===== src/hw/rtl/urs_pkg.sv =====
// Shared types and constants for the ultrasonic range sweep controller.
`default_nettype none

package urs_pkg;

    // Event codes carried in the opcode field
    localparam logic [2:0] OP_MODE  = 3'd0;
    localparam logic [2:0] OP_START = 3'd1;
    localparam logic [2:0] OP_MS    = 3'd2;
    localparam logic [2:0] OP_US    = 3'd3;
    localparam logic [2:0] OP_ECHO  = 3'd4;

    // Configuration register indexes
    localparam logic [2:0] REG_TRIG_W    = 3'd0;
    localparam logic [2:0] REG_LED_HOLD  = 3'd1;
    localparam logic [2:0] REG_SWEEP_PER = 3'd2;
    localparam logic [2:0] REG_SERVO_MIN = 3'd3;
    localparam logic [2:0] REG_SERVO_STP = 3'd4;
    localparam logic [2:0] REG_SERVO_SPN = 3'd5;
    localparam logic [2:0] REG_DEADBAND  = 3'd6;
    localparam logic [2:0] REG_DIVISOR   = 3'd7;

    // Register reset values
    localparam logic [7:0]  RST_TRIG_W    = 8'd15;
    localparam logic [15:0] RST_LED_HOLD  = 16'd500;
    localparam logic [15:0] RST_SWEEP_PER = 16'd2000;
    localparam logic [15:0] RST_SERVO_MIN = 16'd1000;
    localparam logic [15:0] RST_SERVO_STP = 16'd250;
    localparam logic [15:0] RST_SERVO_SPN = 16'd1000;
    localparam logic [15:0] RST_DEADBAND  = 16'd20;
    localparam logic [15:0] RST_DIVISOR   = 16'd58;
    localparam logic [15:0] RST_SERVO     = 16'd1000;

    localparam logic [15:0] MAX16 = 16'hFFFF;

    // Range bar thresholds in centimeters
    localparam logic [15:0] BAR_OFF_ABOVE  = 16'd80;
    localparam logic [15:0] BAR_PAIR_BELOW = 16'd60;
    localparam logic [15:0] BAR_ALL_BELOW  = 16'd10;
    localparam logic [4:0]  BAR_ALL        = 5'b11111;
    localparam logic [4:0]  BAR_PAIR       = 5'b00011;

    // Full-scale potentiometer reading, the pot scaling divisor
    localparam logic [27:0] POT_FULL = 28'd4095;

    localparam int DIV_BITS  = 16;
    localparam int DIV_CNT_W = $clog2(DIV_BITS);

    typedef struct packed {
        logic [7:0]  trigger_width_us;
        logic [15:0] led_hold_ms;
        logic [15:0] sweep_period_ms;
        logic [15:0] servo_min_us;
        logic [15:0] servo_step_us;
        logic [15:0] servo_span_us;
        logic [15:0] servo_deadband_us;
        logic [15:0] echo_divisor;
    } t_cfg;

    typedef struct packed {
        logic exec;
        logic div_step;
        logic mul;
        logic recip;
        logic corr_step;
        logic commit;
        logic load_out;
    } t_cmd;

    typedef struct packed {
        logic second_edge;
        logic auto_mode;
        logic div_last;
        logic corr_done;
    } t_stat;

endpackage

`default_nettype wire


===== src/hw/rtl/ultrasonic_range_sweep_controller_core.sv =====
// Top level of the ultrasonic range sweep controller: register port, sequencer, datapath.
//
//  channel   direction  handshake                   payload
//  -------   ---------  --------------------------  ------------------------------------
//  event     in         i_in_valid / o_in_stall     i_opcode, i_pot_sample
//  result    out        o_out_valid / i_out_stall   o_auto_mode .. o_sweep_last
//  config    in         psel / penable / pready     paddr, pwdata, pwrite, prdata
//
// Each event beat steps through accept, execute and result load. A second echo
// edge adds the bit-serial echo divider, then a commit step; in manual mode the
// pot reading is scaled between those two (multiply, reciprocal estimate,
// correction). A stalled result beat holds the block in its load step.
// Reset is synchronous and clears all event state and loads register defaults.
`default_nettype none

module ultrasonic_range_sweep_controller_core #(
    parameter int SWEEP_POSITIONS = 5
) (
    input  wire logic        i_clk,
    input  wire logic        i_rst_n,
    // event channel
    input  wire logic        i_in_valid,
    output logic             o_in_stall,
    input  wire logic [2:0]  i_opcode,
    input  wire logic [11:0] i_pot_sample,
    // result channel
    output logic             o_out_valid,
    input  wire logic        i_out_stall,
    output logic             o_auto_mode,
    output logic             o_trigger_out,
    output logic             o_measure_led,
    output logic [4:0]       o_range_leds,
    output logic [15:0]      o_servo_pulse_us,
    output logic [15:0]      o_distance_cm,
    output logic             o_distance_valid,
    output logic [2:0]       o_sweep_index,
    output logic             o_sweep_last,
    // register port
    input  wire logic        psel,
    input  wire logic        penable,
    input  wire logic        pwrite,
    input  wire logic [4:0]  paddr,
    input  wire logic [31:0] pwdata,
    output logic [31:0]      prdata,
    output logic             pready
);
    import urs_pkg::*;

    t_cfg  r_cfg;
    t_cmd  cmd;
    t_stat stat;
    logic  busy;
    logic  in_accept;
    logic  out_accept;
    logic  out_free;
    logic  cfg_write;
    logic  r_out_valid;
    logic  [2:0] reg_idx;

    assign pready    = 1'b1;
    assign reg_idx   = paddr[4:2];
    assign cfg_write = psel && penable && pwrite && pready;

    // Register file; the user must write only while the block is quiet, the block does not enforce it
    always_ff @(posedge i_clk) begin
        if (!i_rst_n) begin
            r_cfg.trigger_width_us  <= RST_TRIG_W;
            r_cfg.led_hold_ms       <= RST_LED_HOLD;
            r_cfg.sweep_period_ms   <= RST_SWEEP_PER;
            r_cfg.servo_min_us      <= RST_SERVO_MIN;
            r_cfg.servo_step_us     <= RST_SERVO_STP;
            r_cfg.servo_span_us     <= RST_SERVO_SPN;
            r_cfg.servo_deadband_us <= RST_DEADBAND;
            r_cfg.echo_divisor      <= RST_DIVISOR;
        end else if (cfg_write) begin
            unique case (reg_idx)
                REG_TRIG_W:    r_cfg.trigger_width_us  <= pwdata[7:0];
                REG_LED_HOLD:  r_cfg.led_hold_ms       <= pwdata[15:0];
                REG_SWEEP_PER: r_cfg.sweep_period_ms   <= pwdata[15:0];
                REG_SERVO_MIN: r_cfg.servo_min_us      <= pwdata[15:0];
                REG_SERVO_STP: r_cfg.servo_step_us     <= pwdata[15:0];
                REG_SERVO_SPN: r_cfg.servo_span_us     <= pwdata[15:0];
                REG_DEADBAND:  r_cfg.servo_deadband_us <= pwdata[15:0];
                REG_DIVISOR:   r_cfg.echo_divisor      <= pwdata[15:0];
                default: ;
            endcase
        end
    end

    // Read back, zero extended
    always_comb begin
        unique case (reg_idx)
            REG_TRIG_W:    prdata = {24'd0, r_cfg.trigger_width_us};
            REG_LED_HOLD:  prdata = {16'd0, r_cfg.led_hold_ms};
            REG_SWEEP_PER: prdata = {16'd0, r_cfg.sweep_period_ms};
            REG_SERVO_MIN: prdata = {16'd0, r_cfg.servo_min_us};
            REG_SERVO_STP: prdata = {16'd0, r_cfg.servo_step_us};
            REG_SERVO_SPN: prdata = {16'd0, r_cfg.servo_span_us};
            REG_DEADBAND:  prdata = {16'd0, r_cfg.servo_deadband_us};
            REG_DIVISOR:   prdata = {16'd0, r_cfg.echo_divisor};
            default:       prdata = '0;
        endcase
    end

    // Take a new event only when the sequencer is idle
    assign o_in_stall = busy;
    assign in_accept  = i_in_valid && !busy;

    // The result register is free when empty or draining this cycle
    assign out_accept  = r_out_valid && !i_out_stall;
    assign out_free    = !r_out_valid || !i_out_stall;
    assign o_out_valid = r_out_valid;

    always_ff @(posedge i_clk) begin
        if (!i_rst_n) begin
            r_out_valid <= 1'b0;
        end else if (cmd.load_out) begin
            r_out_valid <= 1'b1;
        end else if (out_accept) begin
            r_out_valid <= 1'b0;
        end
    end

    urs_ctrl u_ctrl (
        .i_clk      (i_clk),
        .i_rst_n    (i_rst_n),
        .i_in_valid (i_in_valid),
        .i_out_free (out_free),
        .i_stat     (stat),
        .o_cmd      (cmd),
        .o_busy     (busy)
    );

    urs_dp #(
        .SWEEP_POSITIONS (SWEEP_POSITIONS)
    ) u_dp (
        .i_clk            (i_clk),
        .i_rst_n          (i_rst_n),
        .i_load           (in_accept),
        .i_opcode         (i_opcode),
        .i_pot_sample     (i_pot_sample),
        .i_cfg            (r_cfg),
        .i_cmd            (cmd),
        .o_stat           (stat),
        .o_auto_mode      (o_auto_mode),
        .o_trigger_out    (o_trigger_out),
        .o_measure_led    (o_measure_led),
        .o_range_leds     (o_range_leds),
        .o_servo_pulse_us (o_servo_pulse_us),
        .o_distance_cm    (o_distance_cm),
        .o_distance_valid (o_distance_valid),
        .o_sweep_index    (o_sweep_index),
        .o_sweep_last     (o_sweep_last)
    );

    // An accepted event keeps the input side stalled until its result is loaded
    a_busy_after_accept: assert property (@(posedge i_clk) disable iff (!i_rst_n)
        in_accept |=> o_in_stall)
        else $error("input not stalled after accepting an event");

    // Manual-mode measurements carry no sweep position
    a_manual_no_index: assert property (@(posedge i_clk) disable iff (!i_rst_n)
        (o_out_valid && o_distance_valid && !o_auto_mode) |->
            (o_sweep_index == 3'd0) && !o_sweep_last)
        else $error("sweep position reported in manual mode");

    // The last-position flag only accompanies the final sweep index
    a_last_index: assert property (@(posedge i_clk) disable iff (!i_rst_n)
        (o_out_valid && o_sweep_last) |->
            (o_sweep_index == 3'(SWEEP_POSITIONS - 1)) && o_distance_valid)
        else $error("sweep_last with wrong index");

    // A result is loaded only when the output register can take it
    a_load_free: assert property (@(posedge i_clk) disable iff (!i_rst_n)
        cmd.load_out |-> (!r_out_valid || !i_out_stall))
        else $error("result overwritten while stalled");

endmodule

`default_nettype wire


===== src/hw/rtl/urs_ctrl.sv =====
// Sequencer for the ranging controller: steps each event through the datapath.
`default_nettype none

module urs_ctrl (
    input  wire logic           i_clk,
    input  wire logic           i_rst_n,
    input  wire logic           i_in_valid,
    input  wire logic           i_out_free,
    input  wire urs_pkg::t_stat i_stat,
    output urs_pkg::t_cmd       o_cmd,
    output logic                o_busy
);
    import urs_pkg::*;

    typedef enum logic [2:0] {
        S_IDLE,
        S_EXEC,
        S_DIV,
        S_MUL,
        S_RECIP,
        S_CORR,
        S_COMMIT,
        S_FIN
    } t_state;

    t_state r_state;
    t_state n_state;

    always_comb begin
        n_state = r_state;
        unique case (r_state)
            S_IDLE:   if (i_in_valid) n_state = S_EXEC;
            S_EXEC:   n_state = i_stat.second_edge ? S_DIV : S_FIN;
            S_DIV: begin
                if (i_stat.div_last) begin
                    n_state = i_stat.auto_mode ? S_COMMIT : S_MUL;
                end
            end
            S_MUL:    n_state = S_RECIP;
            S_RECIP:  n_state = S_CORR;
            S_CORR:   if (i_stat.corr_done) n_state = S_COMMIT;
            S_COMMIT: n_state = S_FIN;
            S_FIN:    if (i_out_free) n_state = S_IDLE;
            default:  n_state = S_IDLE;
        endcase
    end

    always_ff @(posedge i_clk) begin
        if (!i_rst_n) begin
            r_state <= S_IDLE;
        end else begin
            r_state <= n_state;
        end
    end

    always_comb begin
        o_cmd           = '0;
        o_cmd.exec      = (r_state == S_EXEC);
        o_cmd.div_step  = (r_state == S_DIV);
        o_cmd.mul       = (r_state == S_MUL);
        o_cmd.recip     = (r_state == S_RECIP);
        o_cmd.corr_step = (r_state == S_CORR);
        o_cmd.commit    = (r_state == S_COMMIT);
        o_cmd.load_out  = (r_state == S_FIN) && i_out_free;
    end

    assign o_busy = (r_state != S_IDLE);

endmodule

`default_nettype wire


===== src/hw/rtl/urs_dp.sv =====
// Datapath: event state, echo divider, pot scaling and the result register.
`default_nettype none

module urs_dp #(
    parameter int SWEEP_POSITIONS = 5
) (
    input  wire logic           i_clk,
    input  wire logic           i_rst_n,
    input  wire logic           i_load,
    input  wire logic [2:0]     i_opcode,
    input  wire logic [11:0]    i_pot_sample,
    input  wire urs_pkg::t_cfg  i_cfg,
    input  wire urs_pkg::t_cmd  i_cmd,
    output urs_pkg::t_stat      o_stat,
    output logic                o_auto_mode,
    output logic                o_trigger_out,
    output logic                o_measure_led,
    output logic [4:0]          o_range_leds,
    output logic [15:0]         o_servo_pulse_us,
    output logic [15:0]         o_distance_cm,
    output logic                o_distance_valid,
    output logic [2:0]          o_sweep_index,
    output logic                o_sweep_last
);
    import urs_pkg::*;

    localparam logic [2:0] SWEEP_END  = 3'(SWEEP_POSITIONS);
    localparam logic [2:0] SWEEP_LAST = 3'(SWEEP_POSITIONS - 1);

    // Architectural state
    logic        r_mode,     n_mode;
    logic        r_phase,    n_phase;
    logic [15:0] r_fet,      n_fet;
    logic [15:0] r_mc,       n_mc;
    logic        r_run,      n_run;
    logic        r_trig,     n_trig;
    logic        r_led,      n_led;
    logic [15:0] r_led_cd,   n_led_cd;
    logic [15:0] r_step_cd,  n_step_cd;
    logic [2:0]  r_step_cnt, n_step_cnt;
    logic [15:0] r_servo,    n_servo;
    logic [4:0]  r_bar,      n_bar;
    logic [15:0] r_dist,     n_dist;
    logic        r_valid,    n_valid;
    logic [2:0]  r_sidx,     n_sidx;
    logic        r_slast,    n_slast;

    // Work registers
    logic [2:0]           r_op;
    logic [11:0]          r_pot;
    logic [15:0]          r_quo;
    logic [15:0]          r_rem;
    logic [DIV_CNT_W-1:0] r_cnt;
    logic [27:0]          r_prod;
    logic [16:0]          r_q;
    logic [27:0]          r_r;

    logic [16:0] step_sum;
    logic [15:0] step_sat;
    logic [17:0] tgt_sum;
    logic [15:0] target;
    logic [15:0] diff;
    logic [16:0] rem_sh;
    logic        q_bit;
    logic [15:0] rem_next;
    logic [16:0] q0;
    logic [28:0] q0_mul;
    logic [28:0] r_init;

    assign step_sum = {1'b0, r_servo} + {1'b0, i_cfg.servo_step_us};
    assign step_sat = step_sum[16] ? MAX16 : step_sum[15:0];
    assign tgt_sum  = {2'b00, i_cfg.servo_min_us} + {1'b0, r_q};
    assign target   = (tgt_sum[17:16] != 2'b00) ? MAX16 : tgt_sum[15:0];
    assign diff     = (target > r_servo) ? (target - r_servo) : (r_servo - target);

    // One restoring division step per cycle
    assign rem_sh   = {r_rem, r_quo[15]};
    assign q_bit    = (rem_sh >= {1'b0, i_cfg.echo_divisor});
    assign rem_next = q_bit ? 16'(rem_sh - {1'b0, i_cfg.echo_divisor}) : rem_sh[15:0];

    // Estimate of prod/4095 from prod/4096 + prod/4096^2, never above the true quotient
    assign q0     = {1'b0, r_prod[27:12]} + {13'd0, r_prod[27:24]};
    assign q0_mul = {q0, 12'd0} - {12'd0, q0};
    assign r_init = {1'b0, r_prod} - q0_mul;

    always_comb begin
        n_mode     = r_mode;
        n_phase    = r_phase;
        n_fet      = r_fet;
        n_mc       = r_mc;
        n_run      = r_run;
        n_trig     = r_trig;
        n_led      = r_led;
        n_led_cd   = r_led_cd;
        n_step_cd  = r_step_cd;
        n_step_cnt = r_step_cnt;
        n_servo    = r_servo;
        n_bar      = r_bar;
        n_dist     = r_dist;
        n_valid    = r_valid;
        n_sidx     = r_sidx;
        n_slast    = r_slast;

        if (i_cmd.exec) begin
            n_valid = 1'b0;
            n_sidx  = '0;
            n_slast = 1'b0;
            case (r_op)
                OP_MODE: n_mode = ~r_mode;
                OP_START: begin
                    n_led    = 1'b1;
                    n_led_cd = i_cfg.led_hold_ms;
                    if (r_mode) begin
                        n_step_cnt = '0;
                        n_servo    = i_cfg.servo_min_us;
                        n_step_cd  = i_cfg.sweep_period_ms;
                    end
                    n_trig = 1'b1;
                    n_mc   = '0;
                    n_run  = 1'b1;
                end
                OP_MS: begin
                    // LED countdown first, then the sweep step countdown
                    if (r_led_cd != '0) begin
                        n_led_cd = r_led_cd - 16'd1;
                        if (n_led_cd == '0) n_led = 1'b0;
                    end
                    if (r_step_cd != '0) begin
                        n_step_cd = r_step_cd - 16'd1;
                        if ((n_step_cd == '0) && r_mode) begin
                            n_step_cnt = r_step_cnt + 3'd1;
                            if (n_step_cnt < SWEEP_END) begin
                                n_servo   = step_sat;
                                n_trig    = 1'b1;
                                n_mc      = '0;
                                n_run     = 1'b1;
                                n_led     = 1'b1;
                                n_led_cd  = i_cfg.led_hold_ms;
                                n_step_cd = i_cfg.sweep_period_ms;
                            end
                        end
                    end
                end
                OP_US: begin
                    if (r_run) begin
                        n_mc = r_mc + 16'd1;
                        if (n_mc == {8'd0, i_cfg.trigger_width_us}) n_trig = 1'b0;
                    end
                end
                OP_ECHO: begin
                    if (!r_phase) begin
                        n_fet   = r_mc;
                        n_phase = 1'b1;
                    end
                end
                default: ;
            endcase
        end

        if (i_cmd.commit) begin
            n_phase = 1'b0;
            n_run   = 1'b0;
            n_dist  = r_quo;
            n_valid = 1'b1;
            if (r_mode) begin
                n_sidx  = r_step_cnt;
                n_slast = (r_step_cnt == SWEEP_LAST);
            end else if (diff > i_cfg.servo_deadband_us) begin
                n_servo = target;
            end
            if (r_quo > BAR_OFF_ABOVE) begin
                n_bar = '0;
            end else if (r_quo < BAR_ALL_BELOW) begin
                n_bar = BAR_ALL;
            end else if (r_quo < BAR_PAIR_BELOW) begin
                n_bar = r_bar | BAR_PAIR;
            end
        end
    end

    always_ff @(posedge i_clk) begin
        if (!i_rst_n) begin
            r_mode     <= 1'b0;
            r_phase    <= 1'b0;
            r_fet      <= '0;
            r_mc       <= '0;
            r_run      <= 1'b0;
            r_trig     <= 1'b0;
            r_led      <= 1'b0;
            r_led_cd   <= '0;
            r_step_cd  <= '0;
            r_step_cnt <= '0;
            r_servo    <= RST_SERVO;
            r_bar      <= '0;
            r_dist     <= '0;
            r_valid    <= 1'b0;
            r_sidx     <= '0;
            r_slast    <= 1'b0;
        end else begin
            r_mode     <= n_mode;
            r_phase    <= n_phase;
            r_fet      <= n_fet;
            r_mc       <= n_mc;
            r_run      <= n_run;
            r_trig     <= n_trig;
            r_led      <= n_led;
            r_led_cd   <= n_led_cd;
            r_step_cd  <= n_step_cd;
            r_step_cnt <= n_step_cnt;
            r_servo    <= n_servo;
            r_bar      <= n_bar;
            r_dist     <= n_dist;
            r_valid    <= n_valid;
            r_sidx     <= n_sidx;
            r_slast    <= n_slast;
        end
    end

    always_ff @(posedge i_clk) begin
        if (i_load) begin
            r_op  <= i_opcode;
            r_pot <= i_pot_sample;
        end
        if (i_cmd.exec) begin
            r_quo <= r_mc - r_fet;
            r_rem <= '0;
            r_cnt <= '0;
        end
        if (i_cmd.div_step) begin
            r_rem <= rem_next;
            r_quo <= {r_quo[14:0], q_bit};
            r_cnt <= r_cnt + DIV_CNT_W'(1);
        end
        if (i_cmd.mul) begin
            r_prod <= 28'(r_pot) * 28'(i_cfg.servo_span_us);
        end
        if (i_cmd.recip) begin
            r_q <= q0;
            r_r <= r_init[27:0];
        end
        if (i_cmd.corr_step && (r_r >= POT_FULL)) begin
            r_r <= r_r - POT_FULL;
            r_q <= r_q + 17'd1;
        end
        if (i_cmd.load_out) begin
            o_auto_mode      <= r_mode;
            o_trigger_out    <= r_trig;
            o_measure_led    <= r_led;
            o_range_leds     <= r_bar;
            o_servo_pulse_us <= r_servo;
            o_distance_cm    <= r_dist;
            o_distance_valid <= r_valid;
            o_sweep_index    <= r_sidx;
            o_sweep_last     <= r_slast;
        end
    end

    always_comb begin
        o_stat             = '0;
        o_stat.second_edge = (r_op == OP_ECHO) && r_phase;
        o_stat.auto_mode   = r_mode;
        o_stat.div_last    = (r_cnt == DIV_CNT_W'(DIV_BITS - 1));
        o_stat.corr_done   = (r_r < POT_FULL);
    end

endmodule

`default_nettype wire

===== config.mk =====
export PLATFORM = sky130hd
export DESIGN_NAME = ultrasonic_range_sweep_controller_core
export DESIGN_NICKNAME = d
export VERILOG_FILES = /design/src/hw/rtl/urs_pkg.sv /design/src/hw/rtl/ultrasonic_range_sweep_controller_core.sv /design/src/hw/rtl/urs_ctrl.sv /design/src/hw/rtl/urs_dp.sv
export SDC_FILE = /design/constraint.sdc
export NUM_CORES = 2
export LEC_CHECK = 0
export BUFFER_PORTS_ARGS = -buffer_cell sky130_fd_sc_hd__buf_2
export CAP_MARGIN = 5
export CORE_UTILIZATION = 30
export CTS_CLUSTER_DIAMETER = 120
export CTS_CLUSTER_SIZE = 16
export DETAILED_ROUTE_END_ITERATION = 12
export SKIP_CTS_REPAIR_TIMING = 1
export SLEW_MARGIN = 20
export SYNTH_ARGS = -nofsm -noshare
export SYNTH_HDL_FRONTEND = slang
export SYNTH_SLANG_ARGS = --single-unit
export TNS_END_PERCENT = 20

===== constraint.sdc =====
create_clock -name i_clk -period 11.7 [get_ports i_clk]
set_input_delay 1.755 -clock i_clk [delete_from_list [all_inputs] [get_ports i_clk]]
set_output_delay 1.755 -clock i_clk [all_outputs]
set_load 0.01 [all_outputs]

==> results.yml <==
run_status:
  status: "complete, no violations"
critical_path:
  cp-start-kind: "flop"
  worst_setup_path_end_kind: "flop"
  cp.arrival_ps: 9100
  slowest_delay_ps: 760
  critical_path.max_fanout: 22
  cp_slowest_cell: "mux2i_1"
  cp_num_buf_inv: 2
  crit_required_ps: 12160
  crit_family: "compound AO/OA/AOI/OAI gates"
  path_class: "reg2reg"
  worst_path_most_repeated_cell: "a21oi_1"
power:
  sw_frac_of_total_pct: 41.9
  p_seq_share_pct: 30.1
  switching_power_mw: 2.65
  p_per_area_nw_per_um2: 189
  intPower_mw: 3.68
  pwr-share-clk_pct: 16.2
  power.leakage_nw: 13.5
  ir_drop_mv: 0.221
  power_frac_comb_pct: 53.7
synth:
  synth_top_family_by_area: "adder cells"
  ys_seq_elements: 401
  synth_compound_area_share_pct: 15.6
  synth_adder_area_share_pct: 19.4
  synthCells: 3657
  synth-xor-area-share_pct: 5.27
  synth_flop_cell: "dfxtp_1"
  synth_cell_types: 86
  synth.avg_cell_area_um2: 8.45
  synth-simple-area-share_pct: 19.0
  synth_edf_count: 166
  yosysSeqAreaShare_pct: 31.3
  yosysWarningCount: 0
  synth_area_um2: 30900
  async_reset_ff_share_pct: 0
  synth.area.mux_share_pct: 2.35
routing:
  wirelength_mm: 90.1
  ant_nets: 0
  vias_per_cell: 5.11
  firstDrtPassIters: 5
  avgRoutedWirePerCell_um: 17.9
  first_iter_violations: 2281
  drc: 0
  vias: 25700
layout:
  nFillCells: 10700
  utilization_pct: 32.8
  area_delta_synth_final_pct: 8.17
  drive_gt1_share_pct: 5.96
  nets: 4087
sta:
  period_needed_ps: 8640
  period_share_pct: 73.9
  relSlewSlack_pct: 27.9
  finalClockSkew_ps: 26.7
  finalSetupViolations: 0
  rsz0062_at_grt: "false"
  slew_violations: 0
  finalHoldViolations: 0
  setup_tns_ps: 0
  worst_pin_slew_ps: 1080
  max_freq_mhz: 116
global_routing:
  grt_pass1_wl_mm: 139
  grt_pass1_vias: 24300
  grt_usage_pct: 17.0
  grt_max_degree: 82
  grt_overflow: 0
  antenna_found_initial: 11
floorplan:
  rows: 117
  start_util_pct: 30.3
  die_area_um2: 104000
  fp.dieH_um: 323
  coreArea_um2: 102000
  io_pins: 139
  die_w_um: 323
placement:
  portBuffers: 103
  place_hpwl_mm: 68.2
  routabilityCongestion: 0.953
clock_tree:
  cts_max_level: 1
  cts-root-buf: "clkbuf_16"
  cts_buffers: 29
  clockBufferDepth: 3
  cts_tree: "yes"
  clk_pin_slew_ps: 90
  clk_latency_ps: 620
  cts_sinks: 401
min_path:
  min_path_type: "reg2reg"
run:
  maxCapViolations: 0
==> cell type report <==
cell class                      instances  area [um2]  area share (%)
Timing Repair Buffer                  127         716            2.14
Clock buffer                           47         815            2.44
Clock inverter                          2        36.3           0.109
Multi-Input combinational cell       2734       19200            57.3
Inverter                              346        1300            3.89
Antenna cell                            1        2.50         0.00748
Tap cell                             1368        1710            5.12
Sequential cell                       401        9690            29.0
==> cell usage after synthesis, types with 9 or more instances <==
| master | instances | area (um2) |
|---|---|---|
| edfxtp_1 | 166 | 4980 |
| dfxtp_1 | 235 | 4700 |
| o31ai_1 | 12 | 90.1 |
| a21boi_0 | 9 | 67.6 |
| a211oi_1 | 27 | 203 |
| xor2_1 | 71 | 622 |
| fa_1 | 150 | 3000 |
| a21o_1 | 32 | 240 |
| nand3_1 | 94 | 470 |
| and2_1 | 70 | 438 |
| or2_2 | 13 | 81.3 |
| nand2b_1 | 31 | 194 |
| a22oi_1 | 16 | 120 |
| a221oi_1 | 11 | 96.3 |
| nand2_1 | 607 | 2280 |
| or3_1 | 17 | 106 |
| and3_1 | 30 | 188 |
| o22ai_1 | 18 | 113 |
| nor2b_1 | 34 | 213 |
| o21ai_1 | 13 | 65.1 |
| a31oi_1 | 23 | 144 |
| nand4_1 | 25 | 156 |
| inv_1 | 345 | 1290 |
| o211ai_1 | 23 | 173 |
| o21ai_0 | 158 | 791 |
| mux4_2 | 10 | 225 |
| clkbuf_1 | 131 | 492 |
| buf_2 | 13 | 65.1 |
| ha_1 | 239 | 2990 |
| a21oi_1 | 313 | 1570 |
| o21bai_1 | 21 | 158 |
| xnor2_1 | 115 | 1010 |
| mux2i_1 | 41 | 410 |
| nor4_1 | 24 | 150 |
| buf_4 | 26 | 195 |
| nor2_1 | 229 | 860 |
| nor3_1 | 85 | 425 |
| o21a_1 | 30 | 225 |
==> final timing paths <==
kind | from | end | slack [ps] | cells after the start
worst max register to register | u_dp.r_q[0] | u_dp.r_servo[7] | 3060 | 33
worst max-delay path | u_dp.r_q[0] | u_dp.r_servo[7] | 3060 | 33
worst min-delay path | u_dp.r_dist[11] | u_dp.o_distance_cm[11] | 430 | 0
worst min register to register | u_dp.r_dist[11] | u_dp.o_distance_cm[11] | 430 | 0
==> power groups by stage <==
stage	Combinational (mW)	Clock, mW	Sequential [mW]
floorplan	2.70	0	1.87
global placement	3.35	0	1.93
detailed placement	3.40	0	1.94
CTS	3.42	1.05	1.90
global route	3.88	1.09	1.93
finish	3.40	1.02	1.91
==> metal layers <==
metal / vias up / track usage (%) / part of all wire, %
li1: 12400 / - / -
met3: 140 / 2.45 / 7.2
met5: - / 0 / 0.093
met2: 814 / 27.0 / 44
met1: 12300 / 23.7 / 45
met4: 12 / 5.20 / 3.1
==> layout by cell type (no fill, tap or decap), types with 18 or more instances in the layout <==
| cell type | netlist | routed |
|---|---|---|
| nand2_1 | 607 | 607 |
| inv_1 | 345 | 345 |
| a21oi_1 | 313 | 312 |
| ha_1 | 239 | 239 |
| dfxtp_1 | 235 | 235 |
| nor2_1 | 229 | 228 |
| edfxtp_1 | 166 | 166 |
| o21ai_0 | 158 | 157 |
| fa_1 | 150 | 150 |
| xnor2_1 | 115 | 115 |
| buf_2 | 13 | 103 |
| nand3_1 | 94 | 94 |
| nor3_1 | 85 | 80 |
| xor2_1 | 71 | 71 |
| and2_1 | 70 | 70 |
| mux2i_1 | 41 | 41 |
| nor2b_1 | 34 | 34 |
| a21o_1 | 32 | 32 |
| nand2b_1 | 31 | 31 |
| and3_1 | 30 | 30 |
| o21a_1 | 30 | 30 |
| clkbuf_16 | 0 | 30 |
| a211oi_1 | 27 | 26 |
| nand4_1 | 25 | 25 |
| nor4_1 | 24 | 24 |
| o211ai_1 | 23 | 23 |
| a31oi_1 | 23 | 23 |
| buf_4 | 26 | 23 |
| o21bai_1 | 21 | 21 |
| o22ai_1 | 18 | 18 |
==> sequential cells by signal (all words and copies together) (netlist names), 3 cells and up <==
name                   cells
r_cfg                    120
u_ctrl.r_state             3
u_dp.o_distance_cm        16
u_dp.o_servo_pulse_us     16
u_dp.o_sweep_index         3
u_dp.r_cnt                 4
u_dp.r_dist               16
u_dp.r_fet                16
u_dp.r_led_cd             16
u_dp.r_mc                 16
u_dp.r_op                  3
u_dp.r_pot                12
u_dp.r_prod               28
u_dp.r_q                  17
u_dp.r_quo                16
u_dp.r_r                  28
u_dp.r_rem                16
u_dp.r_servo              16
u_dp.r_sidx                3
u_dp.r_step_cd            16
u_dp.r_step_cnt            3
==> through the flow <==
| stage | instances | hold WS [ps] | setup slack [ps] | power (mW) | cell area [um2] |
|---|---|---|---|---|---|
| 6_report | 5026 | 434 | 3060 | 6.33 | 33400 |
| 5_1_grt | 5025 | 446 | 2300 | 6.90 | 33400 |
| 3_5_place_dp | 4975 | 415 | 3260 | 5.33 | 32600 |
| 4_1_cts | 5024 | 433 | 3220 | 6.37 | 33400 |
| 3_3_place_gp | 4975 | 415 | 3190 | 5.28 | 32500 |
| 2_1_floorplan | 3672 | 408 | 5040 | 4.57 | 31000 |
==> logic make-up after synthesis <==
| family | Yosys count |
|---|---|
| flops | 401 |
| xor+xnor | 186 |
| buf+inv | 537 |
| other cells | 2 |
| simple gates | 1295 |
| mux | 59 |
| fa+ha+maj | 389 |
| compound gates | 788 |
Note: power is estimated with default switching activity, not from simulation.
